### src/hw/rtl/rmse_pkg.sv
// rmse_pkg: field widths and fixed constants of the running mean and standard error block
// no dependencies; used by the channel interfaces and the top level

package rmse_pkg;

	localparam int SMP_W  = 24;
	localparam int MEAN_W = 24;
	localparam int SE_W   = 23;
	localparam int SQ_W   = 47;
	localparam int ROOT_W = 24;
	localparam int QUO_W  = 2 * ROOT_W;

	localparam logic [SE_W-1:0] SE_MAX = {SE_W{1'b1}};

endpackage

### src/hw/rtl/rmse_if.sv
// rmse_in_if, rmse_out_if: valid/ready channels of the running mean and standard error block
// depends on rmse_pkg for the field widths

interface rmse_in_if;
	logic                              valid;
	logic                              ready;
	logic signed [rmse_pkg::SMP_W-1:0] sample;
	logic                              restart;

	modport source (output valid, output sample, output restart, input ready);
	modport sink   (input valid, input sample, input restart, output ready);
endinterface

interface rmse_out_if #(
	parameter int MAX_BLOCKS = 1024
);
	localparam int CW = $clog2(MAX_BLOCKS + 1);

	logic                               valid;
	logic                               ready;
	logic signed [rmse_pkg::MEAN_W-1:0] running_mean;
	logic        [rmse_pkg::SE_W-1:0]   std_error;
	logic        [CW-1:0]               block_count;
	logic                               full_res;

	modport source (output valid, output running_mean, output std_error, output block_count,
		output full_res, input ready);
	modport sink   (input valid, input running_mean, input std_error, input block_count,
		input full_res, output ready);
endinterface

### src/hw/rtl/rmse_mul.sv
// rmse_mul: unsigned shift-add multiplier, one multiplier bit per cycle
// no dependencies

module rmse_mul #(
	parameter int AW = 8,
	parameter int BW = 8
) (
	input  logic             clk,
	input  logic             arst_n,
	input  logic             start,
	input  logic [AW-1:0]    a,
	input  logic [BW-1:0]    b,
	output logic             busy,
	output logic [AW+BW-1:0] p
);

	localparam int CNTW = $clog2(BW + 1);

	logic [AW+BW-1:0] p_q;
	logic [AW-1:0]    a_q;
	logic [CNTW-1:0]  cnt_q;
	logic             busy_q;
	logic [AW:0]      sum;

	assign sum = {1'b0, p_q[AW+BW-1:BW]} + (p_q[0] ? {1'b0, a_q} : {(AW+1){1'b0}});

	always_ff @(posedge clk or negedge arst_n) begin
		if (!arst_n) begin
			busy_q <= 1'b0;
			cnt_q  <= '0;
		end else if (start) begin
			busy_q <= 1'b1;
			cnt_q  <= CNTW'(BW);
		end else if (busy_q) begin
			busy_q <= (cnt_q != CNTW'(1));
			cnt_q  <= cnt_q - CNTW'(1);
		end
	end

	always_ff @(posedge clk) begin
		if (start) begin
			p_q <= {{AW{1'b0}}, b};
			a_q <= a;
		end else if (busy_q) begin
			p_q <= {sum, p_q[BW-1:1]};
		end
	end

	assign busy = busy_q;
	assign p    = p_q;

endmodule

### src/hw/rtl/rmse_div.sv
// rmse_div: unsigned restoring divider, one quotient bit per cycle
// no dependencies

module rmse_div #(
	parameter int NW = 16,
	parameter int DW = 8
) (
	input  logic          clk,
	input  logic          arst_n,
	input  logic          start,
	input  logic [NW-1:0] num,
	input  logic [DW-1:0] den,
	output logic          busy,
	output logic [NW-1:0] quo
);

	localparam int CNTW = $clog2(NW + 1);

	logic [NW-1:0]   q_q;
	logic [DW-1:0]   r_q;
	logic [DW-1:0]   den_q;
	logic [CNTW-1:0] cnt_q;
	logic            busy_q;
	logic [DW:0]     trial;
	logic            ge;
	logic [DW:0]     rnext;

	assign trial = {r_q, q_q[NW-1]};
	assign ge    = (trial >= {1'b0, den_q});
	assign rnext = ge ? (trial - {1'b0, den_q}) : trial;

	always_ff @(posedge clk or negedge arst_n) begin
		if (!arst_n) begin
			busy_q <= 1'b0;
			cnt_q  <= '0;
		end else if (start) begin
			busy_q <= 1'b1;
			cnt_q  <= CNTW'(NW);
		end else if (busy_q) begin
			busy_q <= (cnt_q != CNTW'(1));
			cnt_q  <= cnt_q - CNTW'(1);
		end
	end

	always_ff @(posedge clk) begin
		if (start) begin
			q_q   <= num;
			r_q   <= '0;
			den_q <= den;
		end else if (busy_q) begin
			q_q <= {q_q[NW-2:0], ge};
			r_q <= rnext[DW-1:0];
		end
	end

	assign busy = busy_q;
	assign quo  = q_q;

endmodule

### src/hw/rtl/rmse_sqrt.sv
// rmse_sqrt: digit-by-digit integer square root, two radicand bits per cycle
// no dependencies

module rmse_sqrt #(
	parameter int RW = 12
) (
	input  logic            clk,
	input  logic            arst_n,
	input  logic            start,
	input  logic [2*RW-1:0] rad,
	output logic            busy,
	output logic [RW-1:0]   root
);

	localparam int CNTW = $clog2(RW + 1);

	logic [2*RW-1:0] x_q;
	logic [RW-1:0]   root_q;
	logic [RW:0]     rem_q;
	logic [CNTW-1:0] cnt_q;
	logic            busy_q;
	logic [RW+1:0]   cur;
	logic [RW+1:0]   trial;
	logic            ge;
	logic [RW+1:0]   rnext;

	assign cur   = {rem_q[RW-1:0], x_q[2*RW-1:2*RW-2]};
	assign trial = {root_q, 2'b01};
	assign ge    = (cur >= trial);
	assign rnext = ge ? (cur - trial) : cur;

	always_ff @(posedge clk or negedge arst_n) begin
		if (!arst_n) begin
			busy_q <= 1'b0;
			cnt_q  <= '0;
		end else if (start) begin
			busy_q <= 1'b1;
			cnt_q  <= CNTW'(RW);
		end else if (busy_q) begin
			busy_q <= (cnt_q != CNTW'(1));
			cnt_q  <= cnt_q - CNTW'(1);
		end
	end

	always_ff @(posedge clk) begin
		if (start) begin
			x_q    <= rad;
			root_q <= '0;
			rem_q  <= '0;
		end else if (busy_q) begin
			x_q    <= {x_q[2*RW-3:0], 2'b00};
			root_q <= {root_q[RW-2:0], ge};
			rem_q  <= rnext[RW:0];
		end
	end

	assign busy = busy_q;
	assign root = root_q;

endmodule

### src/hw/rtl/running_mean_standard_error.sv
// running_mean_standard_error: running mean and standard error of a series of block estimates
// depends on rmse_pkg, rmse_if, rmse_mul, rmse_div and rmse_sqrt
//
// usage
//   samples: one block estimate (signed, 16 fraction bits) and a restart flag per transfer;
//     restart clears the series and the sample becomes its first
//   results: one transfer per sample with the running mean, the standard error of the mean,
//     the sample count and a flag for a sample dropped because the series is full
//   one item is worked on at a time; samples.ready is high only while the block is idle
//   an item is worked on from its transfer until ready returns, and no sample is taken
//     meanwhile; the result shows on results in the same cycle that ready returns
//   work time is set by the bit-serial multipliers (sample squared, then sum squared, SW bits
//     each; then n*(n-1)*n, CW bits), the bit-serial variance divider (NUMW bits) and the root
//   reset clears the count and both sums, so the first sample starts a series
//   a stalled receiver holds its result in the output register; the next sample is still
//     taken and worked on, and its result waits until the register is free

module running_mean_standard_error #(
	parameter int MAX_BLOCKS = 1024
) (
	input  logic              clk,
	input  logic              arst_n,
	rmse_in_if.sink           samples,
	rmse_out_if.source        results
);

	localparam int CW    = $clog2(MAX_BLOCKS + 1);
	localparam int LGM   = $clog2(MAX_BLOCKS);
	localparam int SW    = rmse_pkg::SMP_W + LGM;
	localparam int QW    = rmse_pkg::SQ_W + LGM;
	localparam int AWN   = CW + QW;
	localparam int BWS   = 2 * SW;
	localparam int NUMW  = (AWN > BWS) ? AWN : BWS;
	localparam int DW    = 3 * CW;

	localparam logic [3:0] ST_IDLE = 4'd0;
	localparam logic [3:0] ST_SQ   = 4'd1;
	localparam logic [3:0] ST_GO2  = 4'd2;
	localparam logic [3:0] ST_RUN2 = 4'd3;
	localparam logic [3:0] ST_GO3  = 4'd4;
	localparam logic [3:0] ST_RUN3 = 4'd5;
	localparam logic [3:0] ST_GO4  = 4'd6;
	localparam logic [3:0] ST_RUN4 = 4'd7;
	localparam logic [3:0] ST_GO5  = 4'd8;
	localparam logic [3:0] ST_RUN5 = 4'd9;
	localparam logic [3:0] ST_DONE = 4'd10;

	logic [3:0]        state_q;
	logic [CW-1:0]     n_q;
	logic signed [SW-1:0] s_q;
	logic [QW-1:0]     q_q;
	logic              full_q;
	logic [NUMW-1:0]   num_q;

	logic                                 out_valid_q;
	logic signed [rmse_pkg::MEAN_W-1:0]   mean_q;
	logic        [rmse_pkg::SE_W-1:0]     se_q;
	logic        [CW-1:0]                 count_q;
	logic                                 full_res_q;

	logic                         accept_in;
	logic [rmse_pkg::SMP_W-1:0]   v_abs;
	logic [CW-1:0]                n_eff;
	logic signed [SW-1:0]         s_eff;
	logic                         full_now;
	logic [SW-1:0]                s_abs;

	logic             start_a, busy_a;
	logic [QW-1:0]    opa_a;
	logic [AWN-1:0]   p_a;
	logic             start_b, busy_b;
	logic [SW-1:0]    opa_b;
	logic [BWS-1:0]   p_b;
	logic             start_c, busy_c;
	logic [2*CW-1:0]  p_c;
	logic             start_m, busy_m;
	logic [SW-1:0]    quo_m;
	logic             start_v, busy_v;
	logic [NUMW-1:0]  quo_v;
	logic             start_r, busy_r;
	logic [rmse_pkg::ROOT_W-1:0] root_r;

	logic [NUMW:0]                     diff;
	logic [rmse_pkg::MEAN_W-1:0]       mean_mag;
	logic signed [rmse_pkg::MEAN_W-1:0] mean_val;
	logic [rmse_pkg::SE_W-1:0]         se_val;
	logic                              load_out;

	assign samples.ready = (state_q == ST_IDLE);
	assign accept_in     = samples.valid && samples.ready;

	assign v_abs    = samples.sample[rmse_pkg::SMP_W-1] ? (-samples.sample) : samples.sample;
	assign n_eff    = samples.restart ? '0 : n_q;
	assign s_eff    = samples.restart ? '0 : s_q;
	assign full_now = (n_eff >= CW'(MAX_BLOCKS));
	assign s_abs    = s_q[SW-1] ? (-s_q) : s_q;

	// shared multiplier a: n*Q, then n*(n-1)*n
	assign start_a = (state_q == ST_GO2) || (state_q == ST_GO3);
	assign opa_a   = (state_q == ST_GO3) ? QW'(p_c) : q_q;

	// shared multiplier b: sample squared, then sum squared
	assign start_b = accept_in || (state_q == ST_GO2);
	assign opa_b   = (state_q == ST_IDLE) ? SW'(v_abs) : s_abs;

	assign start_c = (state_q == ST_GO2);
	assign start_m = (state_q == ST_GO2);
	assign start_v = (state_q == ST_GO4);
	assign start_r = (state_q == ST_GO5);

	rmse_mul #(.AW(QW), .BW(CW)) u_mul_a (
		.clk    (clk),
		.arst_n (arst_n),
		.start  (start_a),
		.a      (opa_a),
		.b      (n_q),
		.busy   (busy_a),
		.p      (p_a)
	);

	rmse_mul #(.AW(SW), .BW(SW)) u_mul_b (
		.clk    (clk),
		.arst_n (arst_n),
		.start  (start_b),
		.a      (opa_b),
		.b      (opa_b),
		.busy   (busy_b),
		.p      (p_b)
	);

	rmse_mul #(.AW(CW), .BW(CW)) u_mul_c (
		.clk    (clk),
		.arst_n (arst_n),
		.start  (start_c),
		.a      (n_q),
		.b      (n_q - CW'(1)),
		.busy   (busy_c),
		.p      (p_c)
	);

	rmse_div #(.NW(SW), .DW(CW)) u_div_mean (
		.clk    (clk),
		.arst_n (arst_n),
		.start  (start_m),
		.num    (s_abs),
		.den    (n_q),
		.busy   (busy_m),
		.quo    (quo_m)
	);

	rmse_div #(.NW(NUMW), .DW(DW)) u_div_var (
		.clk    (clk),
		.arst_n (arst_n),
		.start  (start_v),
		.num    (num_q),
		.den    (p_a[DW-1:0]),
		.busy   (busy_v),
		.quo    (quo_v)
	);

	rmse_sqrt #(.RW(rmse_pkg::ROOT_W)) u_sqrt (
		.clk    (clk),
		.arst_n (arst_n),
		.start  (start_r),
		.rad    (quo_v[rmse_pkg::QUO_W-1:0]),
		.busy   (busy_r),
		.root   (root_r)
	);

	// n*Q - S*S, clamped at zero
	assign diff = {1'b0, NUMW'(p_a)} - {1'b0, NUMW'(p_b)};

	assign mean_mag = quo_m[rmse_pkg::MEAN_W-1:0];
	assign mean_val = s_q[SW-1] ? (-mean_mag) : mean_mag;
	assign se_val   = (n_q < CW'(2)) ? '0 :
		(root_r[rmse_pkg::ROOT_W-1] ? rmse_pkg::SE_MAX : root_r[rmse_pkg::SE_W-1:0]);

	assign load_out = (state_q == ST_DONE) && (!out_valid_q || results.ready);

	always_ff @(posedge clk or negedge arst_n) begin
		if (!arst_n) begin
			state_q <= ST_IDLE;
			n_q     <= '0;
			s_q     <= '0;
			q_q     <= '0;
			full_q  <= 1'b0;
		end else begin
			unique case (state_q)
				ST_IDLE: begin
					if (accept_in) begin
						full_q <= full_now;
						if (!full_now) begin
							n_q <= n_eff + CW'(1);
							s_q <= s_eff + SW'(samples.sample);
						end else begin
							n_q <= n_eff;
							s_q <= s_eff;
						end
						if (samples.restart) begin
							q_q <= '0;
						end
						state_q <= ST_SQ;
					end
				end
				ST_SQ: begin
					if (!busy_b) begin
						if (!full_q) begin
							q_q <= q_q + QW'(p_b[rmse_pkg::SQ_W-1:0]);
						end
						state_q <= ST_GO2;
					end
				end
				ST_GO2: state_q <= ST_RUN2;
				ST_RUN2: begin
					if (!(busy_a || busy_b || busy_c || busy_m)) begin
						state_q <= ST_GO3;
					end
				end
				ST_GO3: state_q <= ST_RUN3;
				ST_RUN3: begin
					if (!busy_a) begin
						state_q <= ST_GO4;
					end
				end
				ST_GO4: state_q <= ST_RUN4;
				ST_RUN4: begin
					if (!busy_v) begin
						state_q <= ST_GO5;
					end
				end
				ST_GO5: state_q <= ST_RUN5;
				ST_RUN5: begin
					if (!busy_r) begin
						state_q <= ST_DONE;
					end
				end
				ST_DONE: begin
					if (load_out) begin
						state_q <= ST_IDLE;
					end
				end
				default: state_q <= ST_IDLE;
			endcase
		end
	end

	always_ff @(posedge clk) begin
		if (state_q == ST_GO3) begin
			num_q <= diff[NUMW] ? '0 : diff[NUMW-1:0];
		end
	end

	always_ff @(posedge clk or negedge arst_n) begin
		if (!arst_n) begin
			out_valid_q <= 1'b0;
		end else if (load_out) begin
			out_valid_q <= 1'b1;
		end else if (results.ready) begin
			out_valid_q <= 1'b0;
		end
	end

	always_ff @(posedge clk) begin
		if (load_out) begin
			mean_q     <= mean_val;
			se_q       <= se_val;
			count_q    <= n_q;
			full_res_q <= full_q;
		end
	end

	assign results.valid        = out_valid_q;
	assign results.running_mean = mean_q;
	assign results.std_error    = se_q;
	assign results.block_count  = count_q;
	assign results.full_res     = full_res_q;

endmodule

### src/flat_wrapper.sv
// flat-port wrapper written by rule: the top's interface ports become plain ports
module running_mean_standard_error_flat 
#(
	parameter int MAX_BLOCKS = 1024
)
  (clk, arst_n, samples_valid, samples_sample, samples_restart, samples_ready, results_valid, results_running_mean, results_std_error, results_block_count, results_full_res, results_ready);
  rmse_in_if samples_i ();
  rmse_out_if #(.MAX_BLOCKS(MAX_BLOCKS)) results_i ();
  input  logic clk;
  input  logic arst_n;
  input wire logic [$bits(samples_i.valid)-1:0] samples_valid;
  input wire logic [$bits(samples_i.sample)-1:0] samples_sample;
  input wire logic [$bits(samples_i.restart)-1:0] samples_restart;
  output wire logic [$bits(samples_i.ready)-1:0] samples_ready;
  output wire logic [$bits(results_i.valid)-1:0] results_valid;
  output wire logic [$bits(results_i.running_mean)-1:0] results_running_mean;
  output wire logic [$bits(results_i.std_error)-1:0] results_std_error;
  output wire logic [$bits(results_i.block_count)-1:0] results_block_count;
  output wire logic [$bits(results_i.full_res)-1:0] results_full_res;
  input wire logic [$bits(results_i.ready)-1:0] results_ready;
  assign samples_i.valid = samples_valid;
  assign samples_i.sample = samples_sample;
  assign samples_i.restart = samples_restart;
  assign samples_ready = samples_i.ready;
  assign results_valid = results_i.valid;
  assign results_running_mean = results_i.running_mean;
  assign results_std_error = results_i.std_error;
  assign results_block_count = results_i.block_count;
  assign results_full_res = results_i.full_res;
  assign results_i.ready = results_ready;
  running_mean_standard_error #(.MAX_BLOCKS(MAX_BLOCKS)) u_core (.clk(clk), .arst_n(arst_n), .samples(samples_i), .results(results_i));
endmodule
### config.mk
export PLATFORM = sky130hd
export DESIGN_NAME = running_mean_standard_error_flat
export DESIGN_NICKNAME = d
export VERILOG_FILES = /design/src/hw/rtl/rmse_pkg.sv /design/src/hw/rtl/rmse_if.sv /design/src/hw/rtl/rmse_mul.sv /design/src/hw/rtl/rmse_div.sv /design/src/hw/rtl/rmse_sqrt.sv /design/src/hw/rtl/running_mean_standard_error.sv /design/src/flat_wrapper.sv
export SDC_FILE = /design/constraint.sdc
export NUM_CORES = 2
export LEC_CHECK = 0
export BUFFER_PORTS_ARGS = -buffer_cell sky130_fd_sc_hd__buf_2
export CAP_MARGIN = 20
export CORE_UTILIZATION = 50
export DETAILED_ROUTE_END_ITERATION = 6
export PLACE_DENSITY = 0.66
export REMOVE_ABC_BUFFERS = 1
export SKIP_LAST_GASP = 1
export SYNTH_ARGS = -nofsm -noshare
export SYNTH_HDL_FRONTEND = slang
export SYNTH_SLANG_ARGS = --single-unit
### constraint.sdc
create_clock -name clk -period 4.6 [get_ports clk]
set_input_delay 0.69 -clock clk [delete_from_list [all_inputs] [get_ports clk]]
set_output_delay 0.69 -clock clk [all_outputs]
set_load 0.005 [all_outputs]
==> impl_summary.txt <==
----------------------------------------------------
[Status]
  Status ... finished, final reports clean

[Synth]
  Area fraction of the dominant cell type after synthesis ... about 28%
  Average size of a mapped cell ... 9.018 um^2
  Share of synthesized area occupied by flip-flops and latches ... about 43%
  Commonest cells in the netlist ... nand2_1 (838), edfxtp_1 (468), nor2_1 (466), o21ai_0 (437), a21oi_1 (399)
  Synth async-reset ratio ... 18.07%
  Total number of yosys warnings ... 0
  Count of distinct cell types in the synthesized netlist ... 84
  Flip-flop and latch count after synthesis ... slightly above 800
  Synth Area in XOR/XNOR ... around 6.5%
  Number of enable flip-flop cells after synthesis ... 468
  Area fraction in compound gates after synthesis ... 17.41%
  Top cells by area in the synthesized netlist ... edfxtp_1 (28%), ha_1 (8.3%), dfxtp_1 (7.7%), dfrtp_1 (7.2%), nand2_1 (6.2%)
  Primary FF master, synth ... edfxtp_1
  Largest family of logic cells by synthesized area ... simple AND/OR/NAND/NOR gates
  Most used standard cell by instance count after synthesis ... nand2_1
  Post-synthesis instance total ... around 5600
  Synth area leader ... edfxtp_1
  Synth Area in Simple Gates ... 18.09%
  Netlist Area Pre-Place ... 50620 um^2
  Post-synthesis adder-cell area fraction ... 8.646%
  Share of cell area taken by muxes after synthesis ... between 2 and 3%

[Power and ir drop]
  PD cells ... ~870 nW/um^2
  Peak supply drop ... 0.3940 mV
  Static power due to leakage ... about 24 nW
  Power Total ... 48.24 mW

[Die]
  Number of I/O pins ... 90
  Vertical die dimension ... between 300 and 400 um
  Number of standard-cell rows in the floorplan ... 116
  Effective utilization at floorplan ... roughly half
  Die Span X ... 320.2 um
  Core outline area ... 100100 um^2
  Die footprint ... 102500 um^2

[Worst setup path]
  Setup slack, reg-to-reg ... 0.24 ns
  Element type at the critical path start ... flop
  Reg-to-reg critical path endpoint ... u_core.num_q[65]
  Critical Setup Path Class ... flop to flop
  Nature of the critical path endpoint ... flop
  RR Startpoint ... u_core.u_mul_b.p[1]
  Cell depth of the worst flop-to-flop path ... 13
  Arrival time of the worst setup path ... 4.76 ns
  Top fanout value on the critical path ... 4
  Data required time of the critical path ... 5.00 ns
  Startpoint of the most critical setup path ... u_core.u_mul_b.p[1]
  Critical Path Sink ... u_core.num_q[65]

[Detailed routing]
  Remaining design rule violation count ... 0
  Antenna-violating nets left ... 0
  Detailed-router iteration count before antenna repair ... 5
  Met2 WL post-DR ... 59580 um
  Total wire length ... 134300 um
  Routed length on met1 ... 63120 um
  First DRT Iteration DRCs ... around 2900
  Vias ... between 40000 and 50000
  Routed WL per cell ... around 19 um
  Vias per cell ... 5.724
  Top layer reached by signal wires ... met4
  Met3 Wirelength ... 6320 um

[Clocking]
  Post-cts repair resize count ... 0
  TritonCTS clock tree ... yes
  CTS root buf ... clkbuf_16
  Post-cts hold buffer count ... 0
  Clock transition at path regs ... 0.06 ns
  Clock Sink Count ... 808
  # Post-CTS Setup Buffers ... 0
  Maximum buffer depth of the clock tree ... 3
  Number of clock buffers inserted by TritonCTS ... 90
  Maximum level of the CTS H-tree ... 3
  Latest clock arrival within the worst-skew pair ... between 0.6 and 0.7 ns

[Run]
  Max-Cap Viols ... 0

[Place]
  DPL Wire Length ... between 100000 and 150000 um
  Pre-CTS setup slack ... 0.1930 ns
  Count of input and output buffers ... 89
  Routability-driven placement congestion ratio ... 0.9391
  Total placed instance area ... 52440 um^2

[STA]
  Final worst setup slack ... 0.2445 ns
  Final setup fails ... 0
  Setup TNS ... 0 ns
  Post-route clock skew ... roughly 0.035 ns
  Number of endpoints with negative hold slack in the final report ... 0
  Slew at the pin closest to its max-slew limit ... 1.006 ns
  Setup repair after global routing missed its margin ... no
  Share of the cycle needed by the critical path after routing ... a little over nine tenths
  Relative max-transition margin ... 32.94%
  Post-layout min period ... 4.356 ns
  Final Slew Violations ... 0
  Fmax achieved ... 0.2296 GHz

[Layout]
  Final Instance Area ... 55430 um^2
  Proportion of layout cells with a drive suffix above 1 ... slightly below 7%
  Area added between synthesis and finish ... 9.504%
  Number of nets at the end of the flow ... 5996
  Final design utilization ... 55.35%
  Filler cell count ... 9106

[Global route]
  Vias in the first global route ... 38230
  Maximum number of pins on one net before global-route repair ... around 100
  Total routing usage reported by global routing ... 25.91%
  Total overflow reported by the global router ... 0
  Wire length of the first global-routing pass ... 211400 um
  Initial antenna violation count ... 2

[Worst hold path]
  Class of the tightest hold or removal check ... input pin to async pin

----------------------------------------------------
metrics by stage:
stage	instances	hold WS [ns]
2_1_floorplan	5365	0.3944
3_3_place_gp	6827	0.4622
3_5_place_dp	6827	0.4700
4_1_cts	6995	0.01502
5_1_grt	6996	0.06238
6_report	6998	0.005118
worst max-delay path: stages, from the launching register on:
cell and delay (ns):
edfxtp_1 0.46, inv_1 0.14, ha_1 0.24, nor2b_1 0.14, o31a_1 0.29, o31ai_1 0.32, nand2_1 0.16, a211o_1 0.41
o211ai_1 0.34, o21ai_0 0.25, a31oi_1 0.45, o41ai_1 0.19, a311oi_1 0.34, mux2_2 0.37
final cells by class:
type | count | area, um^2 | area share, %
diodes | 2 | 5.005 | 0.009029
multi-input cells | 4293 | 27180 | 49.03
inverters | 264 | 996.0 | 1.797
flip-flops and latches | 808 | 21600 | 38.96
clock inverters | 34 | 345.3 | 0.6230
repair buffers | 165 | 1072 | 1.934
well taps | 1298 | 1624 | 2.930
clock buffers | 134 | 2611 | 4.711
logic make-up (layout without fill, tap and decap cells):
kind of cell               Yosys count  in the layout
and+or+nand+nor                   1997           1997
AOI/OAI and AO/OA                 1432           1432
DFF                                808            808
buffers and inverters              512            597
xor gates and xnor gates           377            377
adders and majority gates          345            345
muxes                              142            142
other                                0              2
sequential cells by signal (all words and copies together) (netlist names), 48 cells and up:
register              cells
u_core.u_mul_b.p         68
u_core.num_q             68
u_core.u_div_var.quo     68
u_core.u_mul_a.p         68
u_core.u_mul_a.a_q       57
u_core.q_q               57
u_core.u_sqrt.x_q        48
report_power, final:
part           switching, mW  internal [mW]
clock                   3.01           4.21
sequential              2.54           12.1
combinational           16.0           10.4
total                   21.6           26.7
worst min path at each step:
stage | startpoint | end | slack, ns | cells after the start
3_5_place_dp | u_core.u_sqrt.rem_q[23] | u_core.u_sqrt.rem_q[23] | 0.47 | 2
2_1_floorplan | arst_n | u_core.full_q | 0.39 | 0
6_report | arst_n | u_core.q_q[50] | 0.005 | 1
4_1_cts | arst_n | u_core.q_q[50] | 0.02 | 1
3_3_place_gp | u_core.u_div_mean.r_q[10] | u_core.u_div_mean.r_q[10] | 0.46 | 2
5_1_grt | arst_n | u_core.q_q[48] | 0.06 | 1
metal layers:
layer | GRT usage, % | up-vias
li1 | - | 19970
met4 | 10.25 | 0
met2 | 40.72 | 967
met1 | 36.63 | 18900
met3 | 2.734 | 229
met5 | 0 | -
cell usage in the layout, fill, tap and decap left out, types with 160 or more instances in the layout:
| cell type | synthesis | routed |
|---|---|---|
| ha_1 | 337 | 337 |
| inv_1 | 260 | 259 |
| a21o_1 | 162 | 162 |
| o21ai_0 | 437 | 437 |
| xor2_1 | 160 | 160 |
| nand2_1 | 838 | 834 |
| a21oi_1 | 399 | 399 |
| nor2_1 | 466 | 464 |
| dfxtp_1 | 194 | 194 |
| xnor2_1 | 217 | 217 |
| edfxtp_1 | 468 | 468 |
Power figures use the tool's default switching activity.
